### config.mk
export PLATFORM = sky130hd
export DESIGN_NAME = json_string_field_extractor_unit
export DESIGN_NICKNAME = d
export VERILOG_FILES = /design/src/rtl/jsfx_pkg.sv /design/src/rtl/json_string_field_extractor_unit.sv
export VERILOG_INCLUDE_DIRS = /design/src /design/src/rtl
export SDC_FILE = /design/constraint.sdc
export NUM_CORES = 1
export LEC_CHECK = 0
export ABC_AREA = 1
export BUFFER_PORTS_ARGS = -buffer_cell sky130_fd_sc_hd__buf_4
export CORE_MARGIN = 2
export CORE_UTILIZATION = 30
export CTS_BUF_LIST = sky130_fd_sc_hd__clkbuf_16
export DETAILED_ROUTE_END_ITERATION = 16
export MAX_ROUTING_LAYER = met4
export SLEW_MARGIN = 20
export SYNTH_ARGS = -nofsm -noshare
export SYNTH_HDL_FRONTEND = slang
export SYNTH_SLANG_ARGS = --single-unit
### constraint.sdc
create_clock -name clk -period 3.6 [get_ports clk]
set_input_delay 0.36 -clock clk [delete_from_list [all_inputs] [get_ports clk]]
set_output_delay 0.36 -clock clk [all_outputs]
set_load 0.03 [all_outputs]
### src/rtl/json_string_field_extractor_unit_assert.svh
// Assertion macros for the JSON string field extractor.
// Needs clk and rst_n in the scope of the module that includes it.
`ifndef JSON_STRING_FIELD_EXTRACTOR_UNIT_ASSERT_SVH
`define JSON_STRING_FIELD_EXTRACTOR_UNIT_ASSERT_SVH

// Same-cycle implication.
`define JSFX_ASSERT_NOW(label, ante, cons) \
    label: assert property (@(posedge clk) disable iff (!rst_n) (ante) |-> (cons)) \
        else $error("jsfx same-cycle check failed");

// Next-cycle implication.
`define JSFX_ASSERT_NEXT(label, ante, cons) \
    label: assert property (@(posedge clk) disable iff (!rst_n) (ante) |=> (cons)) \
        else $error("jsfx next-cycle check failed");

`endif

### src/rtl/jsfx_pkg.sv
// Package for the JSON string field extractor: character codes,
// register indexes and small helpers. No dependencies.
`default_nettype none

package jsfx_pkg;

    localparam int MAX_KEY_CHARS = 16;
    localparam int HEX_DIGITS    = 4;

    localparam logic [7:0] CH_QUOTE  = 8'h22;
    localparam logic [7:0] CH_BSLASH = 8'h5C;
    localparam logic [7:0] CH_COLON  = 8'h3A;
    localparam logic [7:0] CH_QMARK  = 8'h3F;
    localparam logic [7:0] CH_SPACE  = 8'h20;
    localparam logic [7:0] CH_TAB    = 8'h09;
    localparam logic [7:0] CH_CR     = 8'h0D;
    localparam logic [7:0] CH_LF     = 8'h0A;
    localparam logic [7:0] CH_BS     = 8'h08;
    localparam logic [7:0] CH_FF     = 8'h0C;
    localparam logic [7:0] CH_NUL    = 8'h00;
    localparam logic [7:0] CH_LOW_N  = 8'h6E;
    localparam logic [7:0] CH_LOW_R  = 8'h72;
    localparam logic [7:0] CH_LOW_T  = 8'h74;
    localparam logic [7:0] CH_LOW_B  = 8'h62;
    localparam logic [7:0] CH_LOW_F  = 8'h66;
    localparam logic [7:0] CH_LOW_U  = 8'h75;

    typedef enum logic [1:0] {
        REG_KEY_LOW  = 2'd0,
        REG_KEY_HIGH = 2'd1,
        REG_KEY_LEN  = 2'd2,
        REG_MAX_LEN  = 2'd3
    } cfg_index_t;

    localparam logic [63:0] KEY_LOW_RESET  = 64'd1684632435;
    localparam logic [63:0] KEY_HIGH_RESET = 64'd0;
    localparam logic [4:0]  KEY_LEN_RESET  = 5'd4;
    localparam logic [7:0]  MAX_LEN_RESET  = 8'd63;

    function automatic logic is_blank(input logic [7:0] b);
        return (b == CH_SPACE) || (b == CH_TAB) || (b == CH_CR) || (b == CH_LF);
    endfunction

endpackage

`default_nettype wire

### src/rtl/json_string_field_extractor_unit.sv
// JSON string field extractor: scans text words for a quoted key and
// returns the unescaped string value, then one status word.
// Depends on jsfx_pkg and json_string_field_extractor_unit_assert.svh.
// Each text word is held in the input register, then its result in the result register.
// Throughput: one text word per cycle unless out_ready stalls the output;
// the phase machine updates once per word. Asynchronous active-low reset clears
// the phase machine and both valid flags and loads the configuration defaults.
`default_nettype none

module json_string_field_extractor_unit (
    input  wire logic        clk,
    input  wire logic        rst_n,
    input  wire logic        in_valid,
    output logic             in_ready,
    input  wire logic [7:0]  text_byte,
    input  wire logic        end_of_text,
    output logic             out_valid,
    input  wire logic        out_ready,
    output logic [7:0]       value_byte,
    output logic             kind,
    output logic             found,
    input  wire logic        cfg_we,
    input  wire logic [1:0]  cfg_index,
    input  wire logic [63:0] cfg_data
);

    typedef enum logic [3:0] {
        PH_SEARCH,
        PH_KEY,
        PH_KEY_CLOSED,
        PH_PRE_COLON,
        PH_POST_COLON,
        PH_VALUE,
        PH_ESCAPE,
        PH_HEX,
        PH_DONE
    } phase_t;

    typedef struct packed {
        phase_t     ph;
        logic [4:0] idx;
    } key_res_t;

    // configuration
    logic [63:0] key_chars_low_reg;
    logic [63:0] key_chars_high_reg;
    logic [4:0]  key_length_reg;
    logic [7:0]  max_value_len_reg;

    // scan state
    phase_t      phase_reg, phase_next;
    logic [4:0]  key_index_reg, key_index_next;
    logic [2:0]  hex_skip_reg, hex_skip_next;
    logic [7:0]  value_count_reg, value_count_next;

    // input register
    logic        in_valid_reg;
    logic [7:0]  text_byte_reg;
    logic        end_of_text_reg;

    // result register
    logic        out_valid_reg;
    logic [7:0]  value_byte_reg;
    logic        kind_reg;
    logic        found_reg;

    logic        advance;
    logic        res_valid;
    logic [7:0]  res_byte;
    logic        res_kind;
    logic        res_found;
    logic [4:0]  key_len;
    logic [7:0]  key_char;
    logic        text_ends;

    function automatic key_res_t key_fail(input logic [7:0] b, input logic [4:0] idx);
        key_res_t r;
        r.ph  = (b == jsfx_pkg::CH_QUOTE) ? PH_KEY : PH_SEARCH;
        r.idx = (b == jsfx_pkg::CH_QUOTE) ? 5'd0 : idx;
        return r;
    endfunction

    function automatic key_res_t key_step(input logic [7:0] b, input logic [4:0] idx,
                                          input logic [4:0] len, input logic [7:0] kc);
        key_res_t r;
        if (idx < len)
        begin
            if (b == kc)
            begin
                r.ph  = PH_KEY;
                r.idx = idx + 5'd1;
            end
            else
            begin
                r = key_fail(b, idx);
            end
        end
        else if (b == jsfx_pkg::CH_QUOTE)
        begin
            r.ph  = PH_KEY_CLOSED;
            r.idx = idx;
        end
        else
        begin
            r = key_fail(b, idx);
        end
        return r;
    endfunction

    assign advance  = in_valid_reg && (!out_valid_reg || out_ready);
    assign in_ready = !in_valid_reg || advance;

    assign key_len  = (key_length_reg > 5'(jsfx_pkg::MAX_KEY_CHARS))
                      ? 5'(jsfx_pkg::MAX_KEY_CHARS) : key_length_reg;
    assign key_char = key_index_reg[3]
                      ? key_chars_high_reg[{key_index_reg[2:0], 3'b000} +: 8]
                      : key_chars_low_reg[{key_index_reg[2:0], 3'b000} +: 8];
    assign text_ends = (text_byte_reg == jsfx_pkg::CH_NUL) || end_of_text_reg;

    always_comb
    begin
        key_res_t   kr;
        logic       status;
        logic       emit;
        logic [7:0] emit_byte;

        phase_next       = phase_reg;
        key_index_next   = key_index_reg;
        hex_skip_next    = hex_skip_reg;
        value_count_next = value_count_reg;
        status           = 1'b0;
        res_found        = 1'b0;
        emit             = 1'b0;
        emit_byte        = text_byte_reg;
        kr               = '{ph: phase_reg, idx: key_index_reg};

        if (phase_reg == PH_DONE)
        begin
            // drop words up to the end of this text
        end
        else if (text_byte_reg == jsfx_pkg::CH_NUL)
        begin
            status = 1'b1;
        end
        else
        begin
            case (phase_reg)
                PH_SEARCH:
                begin
                    if (text_byte_reg == jsfx_pkg::CH_QUOTE)
                    begin
                        phase_next     = PH_KEY;
                        key_index_next = 5'd0;
                    end
                end
                PH_KEY:
                begin
                    kr = key_step(text_byte_reg, key_index_reg, key_len, key_char);
                    phase_next     = kr.ph;
                    key_index_next = kr.idx;
                end
                PH_KEY_CLOSED:
                begin
                    if (jsfx_pkg::is_blank(text_byte_reg))
                    begin
                        phase_next = PH_PRE_COLON;
                    end
                    else if (text_byte_reg == jsfx_pkg::CH_COLON)
                    begin
                        phase_next = PH_POST_COLON;
                    end
                    else
                    begin
                        // closing quote opens a new attempt
                        kr = key_step(text_byte_reg, 5'd0, key_len, key_chars_low_reg[7:0]);
                        phase_next     = kr.ph;
                        key_index_next = kr.idx;
                    end
                end
                PH_PRE_COLON:
                begin
                    if (text_byte_reg == jsfx_pkg::CH_COLON)
                    begin
                        phase_next = PH_POST_COLON;
                    end
                    else if (!jsfx_pkg::is_blank(text_byte_reg))
                    begin
                        kr = key_fail(text_byte_reg, key_index_reg);
                        phase_next     = kr.ph;
                        key_index_next = kr.idx;
                    end
                end
                PH_POST_COLON:
                begin
                    if (text_byte_reg == jsfx_pkg::CH_QUOTE)
                    begin
                        phase_next = PH_VALUE;
                    end
                    else if (!jsfx_pkg::is_blank(text_byte_reg))
                    begin
                        phase_next = PH_SEARCH;
                    end
                end
                PH_VALUE:
                begin
                    if (text_byte_reg == jsfx_pkg::CH_QUOTE)
                    begin
                        status    = 1'b1;
                        res_found = 1'b1;
                    end
                    else if (text_byte_reg == jsfx_pkg::CH_BSLASH)
                    begin
                        phase_next = PH_ESCAPE;
                    end
                    else
                    begin
                        emit = 1'b1;
                    end
                end
                PH_ESCAPE:
                begin
                    phase_next = PH_VALUE;
                    emit       = 1'b1;
                    case (text_byte_reg)
                        jsfx_pkg::CH_LOW_N: emit_byte = jsfx_pkg::CH_LF;
                        jsfx_pkg::CH_LOW_R: emit_byte = jsfx_pkg::CH_CR;
                        jsfx_pkg::CH_LOW_T: emit_byte = jsfx_pkg::CH_TAB;
                        jsfx_pkg::CH_LOW_B: emit_byte = jsfx_pkg::CH_BS;
                        jsfx_pkg::CH_LOW_F: emit_byte = jsfx_pkg::CH_FF;
                        jsfx_pkg::CH_LOW_U:
                        begin
                            emit_byte     = jsfx_pkg::CH_QMARK;
                            phase_next    = PH_HEX;
                            hex_skip_next = 3'(jsfx_pkg::HEX_DIGITS);
                        end
                        default: emit_byte = text_byte_reg;
                    endcase
                end
                PH_HEX:
                begin
                    if (hex_skip_reg > 3'd1)
                    begin
                        hex_skip_next = hex_skip_reg - 3'd1;
                    end
                    else
                    begin
                        hex_skip_next = 3'd0;
                        phase_next    = PH_VALUE;
                    end
                end
                default:
                begin
                    phase_next = PH_SEARCH;
                end
            endcase
        end

        // drop value words past the length limit
        if (emit && !(value_count_reg < max_value_len_reg))
        begin
            emit = 1'b0;
        end
        if (emit)
        begin
            value_count_next = value_count_reg + 8'd1;
        end

        if (phase_reg != PH_DONE && !status && end_of_text_reg)
        begin
            status = 1'b1;
        end

        res_valid = emit || status;
        res_kind  = status;
        res_byte  = status ? 8'd0 : emit_byte;
        if (!status)
        begin
            res_found = 1'b0;
        end

        if (status && !text_ends)
        begin
            phase_next = PH_DONE;
        end
        else if (text_ends && (status || phase_reg == PH_DONE))
        begin
            phase_next       = PH_SEARCH;
            key_index_next   = 5'd0;
            hex_skip_next    = 3'd0;
            value_count_next = 8'd0;
        end
    end

    always_ff @(posedge clk or negedge rst_n)
    begin
        if (!rst_n)
        begin
            key_chars_low_reg  <= jsfx_pkg::KEY_LOW_RESET;
            key_chars_high_reg <= jsfx_pkg::KEY_HIGH_RESET;
            key_length_reg     <= jsfx_pkg::KEY_LEN_RESET;
            max_value_len_reg  <= jsfx_pkg::MAX_LEN_RESET;
        end
        else if (cfg_we)
        begin
            case (cfg_index)
                jsfx_pkg::REG_KEY_LOW:  key_chars_low_reg  <= cfg_data;
                jsfx_pkg::REG_KEY_HIGH: key_chars_high_reg <= cfg_data;
                jsfx_pkg::REG_KEY_LEN:  key_length_reg     <= cfg_data[4:0];
                jsfx_pkg::REG_MAX_LEN:  max_value_len_reg  <= cfg_data[7:0];
                default:                key_length_reg     <= key_length_reg;
            endcase
        end
    end

    always_ff @(posedge clk or negedge rst_n)
    begin
        if (!rst_n)
        begin
            phase_reg       <= PH_SEARCH;
            key_index_reg   <= 5'd0;
            hex_skip_reg    <= 3'd0;
            value_count_reg <= 8'd0;
            in_valid_reg    <= 1'b0;
            out_valid_reg   <= 1'b0;
            value_byte_reg  <= 8'd0;
            kind_reg        <= 1'b0;
            found_reg       <= 1'b0;
        end
        else
        begin
            if (in_ready)
            begin
                in_valid_reg <= in_valid;
            end
            if (advance)
            begin
                phase_reg       <= phase_next;
                key_index_reg   <= key_index_next;
                hex_skip_reg    <= hex_skip_next;
                value_count_reg <= value_count_next;
                out_valid_reg   <= res_valid;
                if (res_valid)
                begin
                    value_byte_reg <= res_byte;
                    kind_reg       <= res_kind;
                    found_reg      <= res_found;
                end
            end
            else if (out_ready)
            begin
                out_valid_reg <= 1'b0;
            end
        end
    end

    always_ff @(posedge clk)
    begin
        if (in_ready && in_valid)
        begin
            text_byte_reg   <= text_byte;
            end_of_text_reg <= end_of_text;
        end
    end

    assign out_valid  = out_valid_reg;
    assign value_byte = value_byte_reg;
    assign kind       = kind_reg;
    assign found      = found_reg;

`include "json_string_field_extractor_unit_assert.svh"

    `JSFX_ASSERT_NOW(a_status_byte_zero, out_valid_reg && kind_reg, value_byte_reg == 8'd0)
    `JSFX_ASSERT_NOW(a_value_not_found, out_valid_reg && !kind_reg, !found_reg)
    `JSFX_ASSERT_NOW(a_ready_when_empty, !out_valid_reg, in_ready)
    `JSFX_ASSERT_NEXT(a_status_to_done, advance && res_valid && res_kind && !text_ends,
                      phase_reg == PH_DONE)
    `JSFX_ASSERT_NEXT(a_count_steps, advance && res_valid && !res_kind,
                      value_count_reg == $past(value_count_reg) + 8'd1)

endmodule

`default_nettype wire
; Word level (Yosys, flattened, before mapping)
; Cells that the tools add are included.
[word_totals]
regBits = 182
word_cells = 156
input_bits = 80
[op_classes]
n_addsub = 3
n_shift = 2
mux = 66
n_reduce_logical = 30
eq_ne = 35
order_cmp = 5
[ops]
columns = operator, count
row1 = $shiftx A64 B7 Y8, 2
row2 = $mux W8, 8
row3 = $eq A8 B7 Y1 const B, 7
row4 = $mux W4, 14
row5 = $mux W5, 10
row6 = $pmux W8 S6, 1
row7 = $pmux W4 S8, 1
row8 = $eq A8 B4 Y1 const B, 3
row9 = $eq A8 B6 Y1 const B, 3
row10 = $ne A4 B4 Y1 const B, 5
row11 = $pmux W5 S4, 1
row12 = $mux W3, 6
row13 = $mux W9, 2
row14 = $eq A4 B3 Y1 const B, 4
row15 = $eq A8 B8 Y1, 2
row16 = $mux W1, 16
row17 = $mux W7, 2
row18 = $mux W6, 2
row19 = $ne A5 B5 Y1 const B, 2
row20 = $reduce_and A2 Y1, 5
row21 = $reduce_and A9 Y1, 1
row22 = $add A8 B1 Y8 const B, 1
row23 = $eq A4 B2 Y1 const B, 2
row24 = $logic_not A8 Y1, 1
row25 = other kinds (21), 40

; Logic depth before layout (Yosys ltp)
[depth]
word_depth = 13
ltp_mapped = 22
mapped_depth_nobuf = 21

; Worst setup path before layout
; Ideal clock, no wire load.
[synth_path]
path_kind = register -> register
from = reg key_length_reg[2]
to = reg key_index_reg[1]
t_required_ns = 3.534
setup_slack_ns = 1.603
n_path_buf = 0
path_stages_with_launch = 17
setup_time_ns = 0.066
arrival_ns = 1.931
path_cell_list = dfstp_2 -> nor2_1 -> nand2_1 -> nand2_1 -> nand2_1 -> ha_1 -> nand2_1 -> inv_1 -> o21ai_0 -> nand2_1 -> nor2_1 -> inv_1 -> a21oi_1 -> nand3_1 -> nand2_1 -> nand2_1 -> nand2_1
[synth_between]
elab_chain_cells = 11
word_cells_on_any_way = 13
classes_between = order compare (3) / mux (10)
[synth_rtl]
columns = element, line_no
row1 = "start, declared", json_string_field_extractor_unit.sv:47  ; logic [4:0] key_length_reg;
row2 = "start signal, assigned", json_string_field_extractor_unit.sv:300  ; key_length_reg <= jsfx_pkg::KEY_LEN_RESET;
row3 = "start signal, assigned", json_string_field_extractor_unit.sv:308  ; jsfx_pkg::REG_KEY_LEN: key_length_reg <= cfg_data[4:0];
row4 = "start signal, assigned", json_string_field_extractor_unit.sv:310  ; default: key_length_reg <= key_length_reg;
row5 = $gt A5 B5 Y1, json_string_field_extractor_unit.sv:113  ; assign key_len = (key_length_reg > 5'(jsfx_pkg::MAX_KEY_CHARS))
row6 = $mux W5 (*), json_string_field_extractor_unit.sv:114  ; ? 5'(jsfx_pkg::MAX_KEY_CHARS) : key_length_reg;
row7 = $lt A1 B5 Y1, json_string_field_extractor_unit.sv:86  ; if (idx < len)
row8 = $mux W9, json_string_field_extractor_unit.sv:86
row9 = $mux W5, json_string_field_extractor_unit.sv:168  ; else if (text_byte_reg == jsfx_pkg::CH_COLON)
row10 = $mux W5, json_string_field_extractor_unit.sv:164  ; if (jsfx_pkg::is_blank(text_byte_reg))
row11 = $pmux W5 S4 (*), json_string_field_extractor_unit.sv:147  ; case (phase_reg)
row12 = $mux W5 (*), json_string_field_extractor_unit.sv:141  ; else if (text_byte_reg == jsfx_pkg::CH_NUL)
row13 = $mux W5 (*), json_string_field_extractor_unit.sv:137  ; if (phase_reg == PH_DONE)
row14 = $mux W5, json_string_field_extractor_unit.sv:285  ; else if (text_ends && (status || phase_reg == PH_DONE))
row15 = $mux W5 (*), json_string_field_extractor_unit.sv:281  ; if (status && !text_ends)
row16 = "end signal, assigned", json_string_field_extractor_unit.sv:338  ; key_index_reg <= key_index_next;
row17 = "end, declared", json_string_field_extractor_unit.sv:52  ; logic [4:0] key_index_reg, key_index_next;
; Every way passes the cells marked *; elsewhere a longest branch is shown, timed or not.
; A chain may end at the register's enable or synchronous reset.

; Worst setup path after layout
[layout_path]
from = reg key_index_reg[3]
to = reg key_index_reg[0]
[layout_between]
elab_chain_cells = 9
word_cells_on_any_way = 10
classes_between = order compare (1) / eq/ne (1) / mux (8)
[layout_rtl]
columns = element, line_no
row1 = $mux W8, json_string_field_extractor_unit.sv:116  ; ? key_chars_high_reg[{key_index_reg[2:0], 3'b000} +: 8]
row2 = $eq A8 B8 Y1, json_string_field_extractor_unit.sv:88  ; if (b == kc)
row3 = $mux W6, json_string_field_extractor_unit.sv:88
row4 = $mux W9 (*), json_string_field_extractor_unit.sv:86
row5 = $pmux W5 S4 (*), json_string_field_extractor_unit.sv:147
row6 = $mux W5 (*), json_string_field_extractor_unit.sv:141
row7 = $mux W5 (*), json_string_field_extractor_unit.sv:137
row8 = $mux W5, json_string_field_extractor_unit.sv:285
row9 = $mux W5 (*), json_string_field_extractor_unit.sv:281
; Marked as above.

==> metrics <==
status completed; Via Count 8574; FF-to-FF setup slack 890 ps; Critical Path Max Stage Delay 600 ps; Syn Inst Count 1336; htree depth 4; synth-to-layout area growth 16.9%; Setup-failing EPs final 0; Die Y-Extent 184 um; Syn Nets 1431; # fillers 3497; DRT Pass-1 Iters 5; maximum vdd ir drop around 0.00029 V; combinational share of power 0.354; Hold Fails Final Rpt 0; Lkg Pwr 5.88 nW; utilization after layout 0.353; Worst R2R Start key_index_reg[3]; first-pass GRT wire length 43200 um; startpoint type of the worst setup path register; fin crit period 2710 ps; DRC 0; worst slew pin tran 832 ps; final RePlAce weighted congestion 0.904; Synth cell types 40; pwr dens 613 nW/um^2; Seq cells post-synth about 180; post-route ant nets 0; number of global-route vias before repair 8217; Initial Util 0.302; syn avg cell area 7.30 um^2; switch share 0.404; number of I/O pins 92; full die area 34000 um^2; die width 184 um; Hold Startpoint text_byte[7]; Skew-Pair Late Insertion Delay 440 ps; initial drt markers a little under 800; sequential fraction of the synthesis area 0.474; CP Cell Sequence buf_4 > nor2_1 > nor2_1 > o21ai_1 > nand3_1 > nand3_1 > nand2_1 > nand2_1 > nand2_1 > nand2_1 > nor2_4 > nand2_2 > nand2_1 > nand3_1 > nand2_1 > nand2_1 > nand2_1 > nand2_1; cts bufs inserted 17; gr usage total 0.166; Synth top area share 0.382; CP dominant cell by count nand2_1; Setup Skew approximately 13 ps; Max-Cap Viols 0; nets 1496; Post-CTS Setup Bufs 0; final HPWL from detailed placement 18300 um; max-slew violations 0; Post-Route Setup TNS 0 ps; WL/cell 14.1 um; RSZ-0062 raised after global routing no; FP Rows 66; Critical Path AT 3050 ps; worst hold path depth 1; sw power 2.82 mW; Worst R2R Path Depth 18; mapped cell area a little under 10000 um^2; FMAX 370 MHz; clock sinks 182; sequential share of power 0.383; initial antenna violation count 0; wirelength, routed about 26000 um; Buffers on Ports between 90 and 100; Hold Crit Class input pin to register; yosys warns 0; TritonCTS clock tree built; worst path buffer plus inverter count 1; Power Internal 4.17 mW; largest net degree at the start of global routing 82; root buf cell clkbuf_16; Core Area 32300 um^2; share of cells above drive strength 1 0.138; CP max FO 66; Max-slew headroom 0.445; Final Instance Area 11400 um^2; CP required 3940 ps; leading area contributor after synthesis dfrtp_1; largest cells by area after synthesis dfrtp_1 (38%), nand2_1 (18%), o21ai_0 (7.9%), dfstp_2 (6.5%), inv_1 (5.9%); Setup CP Type register to register; CP top delay family simple AND/OR/NAND/NOR gates; Clock Tree Buf Depth 2; Worst R2R End key_index_reg[0]; CP endpoint kind register; Clock Pin Slew Worst Setup and Hold Paths about 70 ps; post-placement cell area 10800 um^2; Antenna Cells 0; vias per cell 4.62; grt total ovfl 0; Crit-path slowest cell buf_4; crit share post-route 0.752; end of the worst hold path text_byte_reg[7]; clock share of power 0.263
-- synth_stat cells --
| cell type | count |
|---|---|
| a21oi_1 | 30 |
| a22oi_1 | 1 |
| a31oi_1 | 5 |
| a32o_1 | 1 |
| buf_2 | 12 |
| buf_4 | 1 |
| buf_6 | 10 |
| clkbuf_1 | 34 |
| clkinv_1 | 3 |
| dfrtp_1 | 149 |
| dfstp_2 | 24 |
| edfxtp_1 | 9 |
| ha_1 | 15 |
| inv_1 | 154 |
| inv_2 | 24 |
| mux2i_1 | 1 |
| nand2_1 | 466 |
| nand2_2 | 3 |
| nand2_4 | 1 |
| nand3_1 | 85 |
| nand3b_1 | 2 |
| nand4_1 | 3 |
| nor2_1 | 77 |
| nor2_2 | 3 |
| nor2_4 | 2 |
| nor3_1 | 14 |
| nor4_1 | 3 |
| o2111ai_1 | 1 |
| o211ai_1 | 3 |
| o21a_1 | 1 |
| o21ai_0 | 154 |
| o21ai_1 | 27 |
| o21ai_2 | 1 |
| o21bai_1 | 1 |
| o22ai_1 | 4 |
| o311ai_0 | 1 |
| o31ai_1 | 1 |
| or2_1 | 1 |
| xnor2_1 | 1 |
| xor2_1 | 8 |
-- through the flow --
step / instances / worst slack, ps / hold WS (ps) / total power [mW]
2_1_floorplan: 1336 / 1600 / 64.4 / 4.49
3_3_place_gp: 1823 / 963 / 462 / 5.18
3_5_place_dp: 1823 / 937 / 473 / 5.20
4_1_cts: 1856 / 902 / 76.6 / 7.06
5_1_grt: 1856 / 568 / 68.4 / 7.52
6_report: 1856 / 894 / 89.7 / 6.99
-- cell type report --
class	count	area, um^2	share of cell area
Multi-Input combinational cell	916	4170	0.365
Sequential cell	182	4630	0.406
Inverter	181	679	0.0596
Clock buffer	17	425	0.0373
Tap cell	442	553	0.0485
Timing Repair Buffer	103	792	0.0694
Clock inverter	15	160	0.0140
-- power groups by stage --
stage	Combinational, mW	Sequential [mW]	Clock (mW)
after floorplan	1.76	2.73	0
after global placement	2.47	2.71	0
after detailed placement	2.48	2.72	0
after CTS	2.50	2.68	1.89
after global routing	2.83	2.72	1.97
final	2.48	2.68	1.84
-- cells in the final DEF, fill, tap and decap left out, types with 4 or more instances in the layout --
cell type	synthesis	layout
a21oi_1	30	30
a31oi_1	5	5
buf_4	1	100
clkbuf_16	0	17
clkinv_8	0	4
dfrtp_1	149	148
dfstp_2	24	24
edfxtp_1	9	9
ha_1	15	15
inv_1	154	154
inv_2	24	24
inv_6	0	4
nand2_1	466	466
nand3_1	85	83
nor2_1	77	77
nor3_1	14	14
o21ai_0	154	154
o21ai_1	27	27
o22ai_1	4	4
xor2_1	8	8
-- cell families (layout without fill, tap and decap cells) --
group / after synthesis / in the layout / share of synthesized area
adders and majority gates: 15 / 15 / 0.0192
AOI/OAI and AO/OA: 231 / 231 / 0.123
DFF: 182 / 182 / 0.474
xor gates and xnor gates: 9 / 9 / 0.00808
muxes: 1 / 1 / 0.00103
and+or+nand+nor: 660 / 660 / 0.273
buffers and inverters: 238 / 316 / 0.101
-- layer usage --
layer | up-vias | share of wire | track usage
met1 | 4040 | 0.48 | 0.224
met5 | - | 0 | -
met3 | 29 | 0.033 | 0.0251
met2 | 167 | 0.46 | 0.256
li1 | 4338 | - | -
met4 | 0 | 0.019 | 0.0522
-- repair_timing --
item,CTS,global route
hold endpoints to repair,1,0
setup endpoints to repair,0,0
hold buffers,1,0
resized for setup,0,0
-- worst max-delay path by stage --
stage	from	end	slack (ps)	depth (start not counted)
after floorplan	key_length_reg[2]	key_index_reg[1]	1600	16
after global placement	key_index_reg[3]	key_index_reg[1]	960	13
after detailed placement	key_index_reg[3]	key_index_reg[2]	940	13
after CTS	key_index_reg[3]	key_index_reg[2]	900	13
after global routing	key_index_reg[3]	key_index_reg[2]	570	13
final	key_index_reg[3]	key_index_reg[0]	890	18
Power figures use the tool's default switching activity.
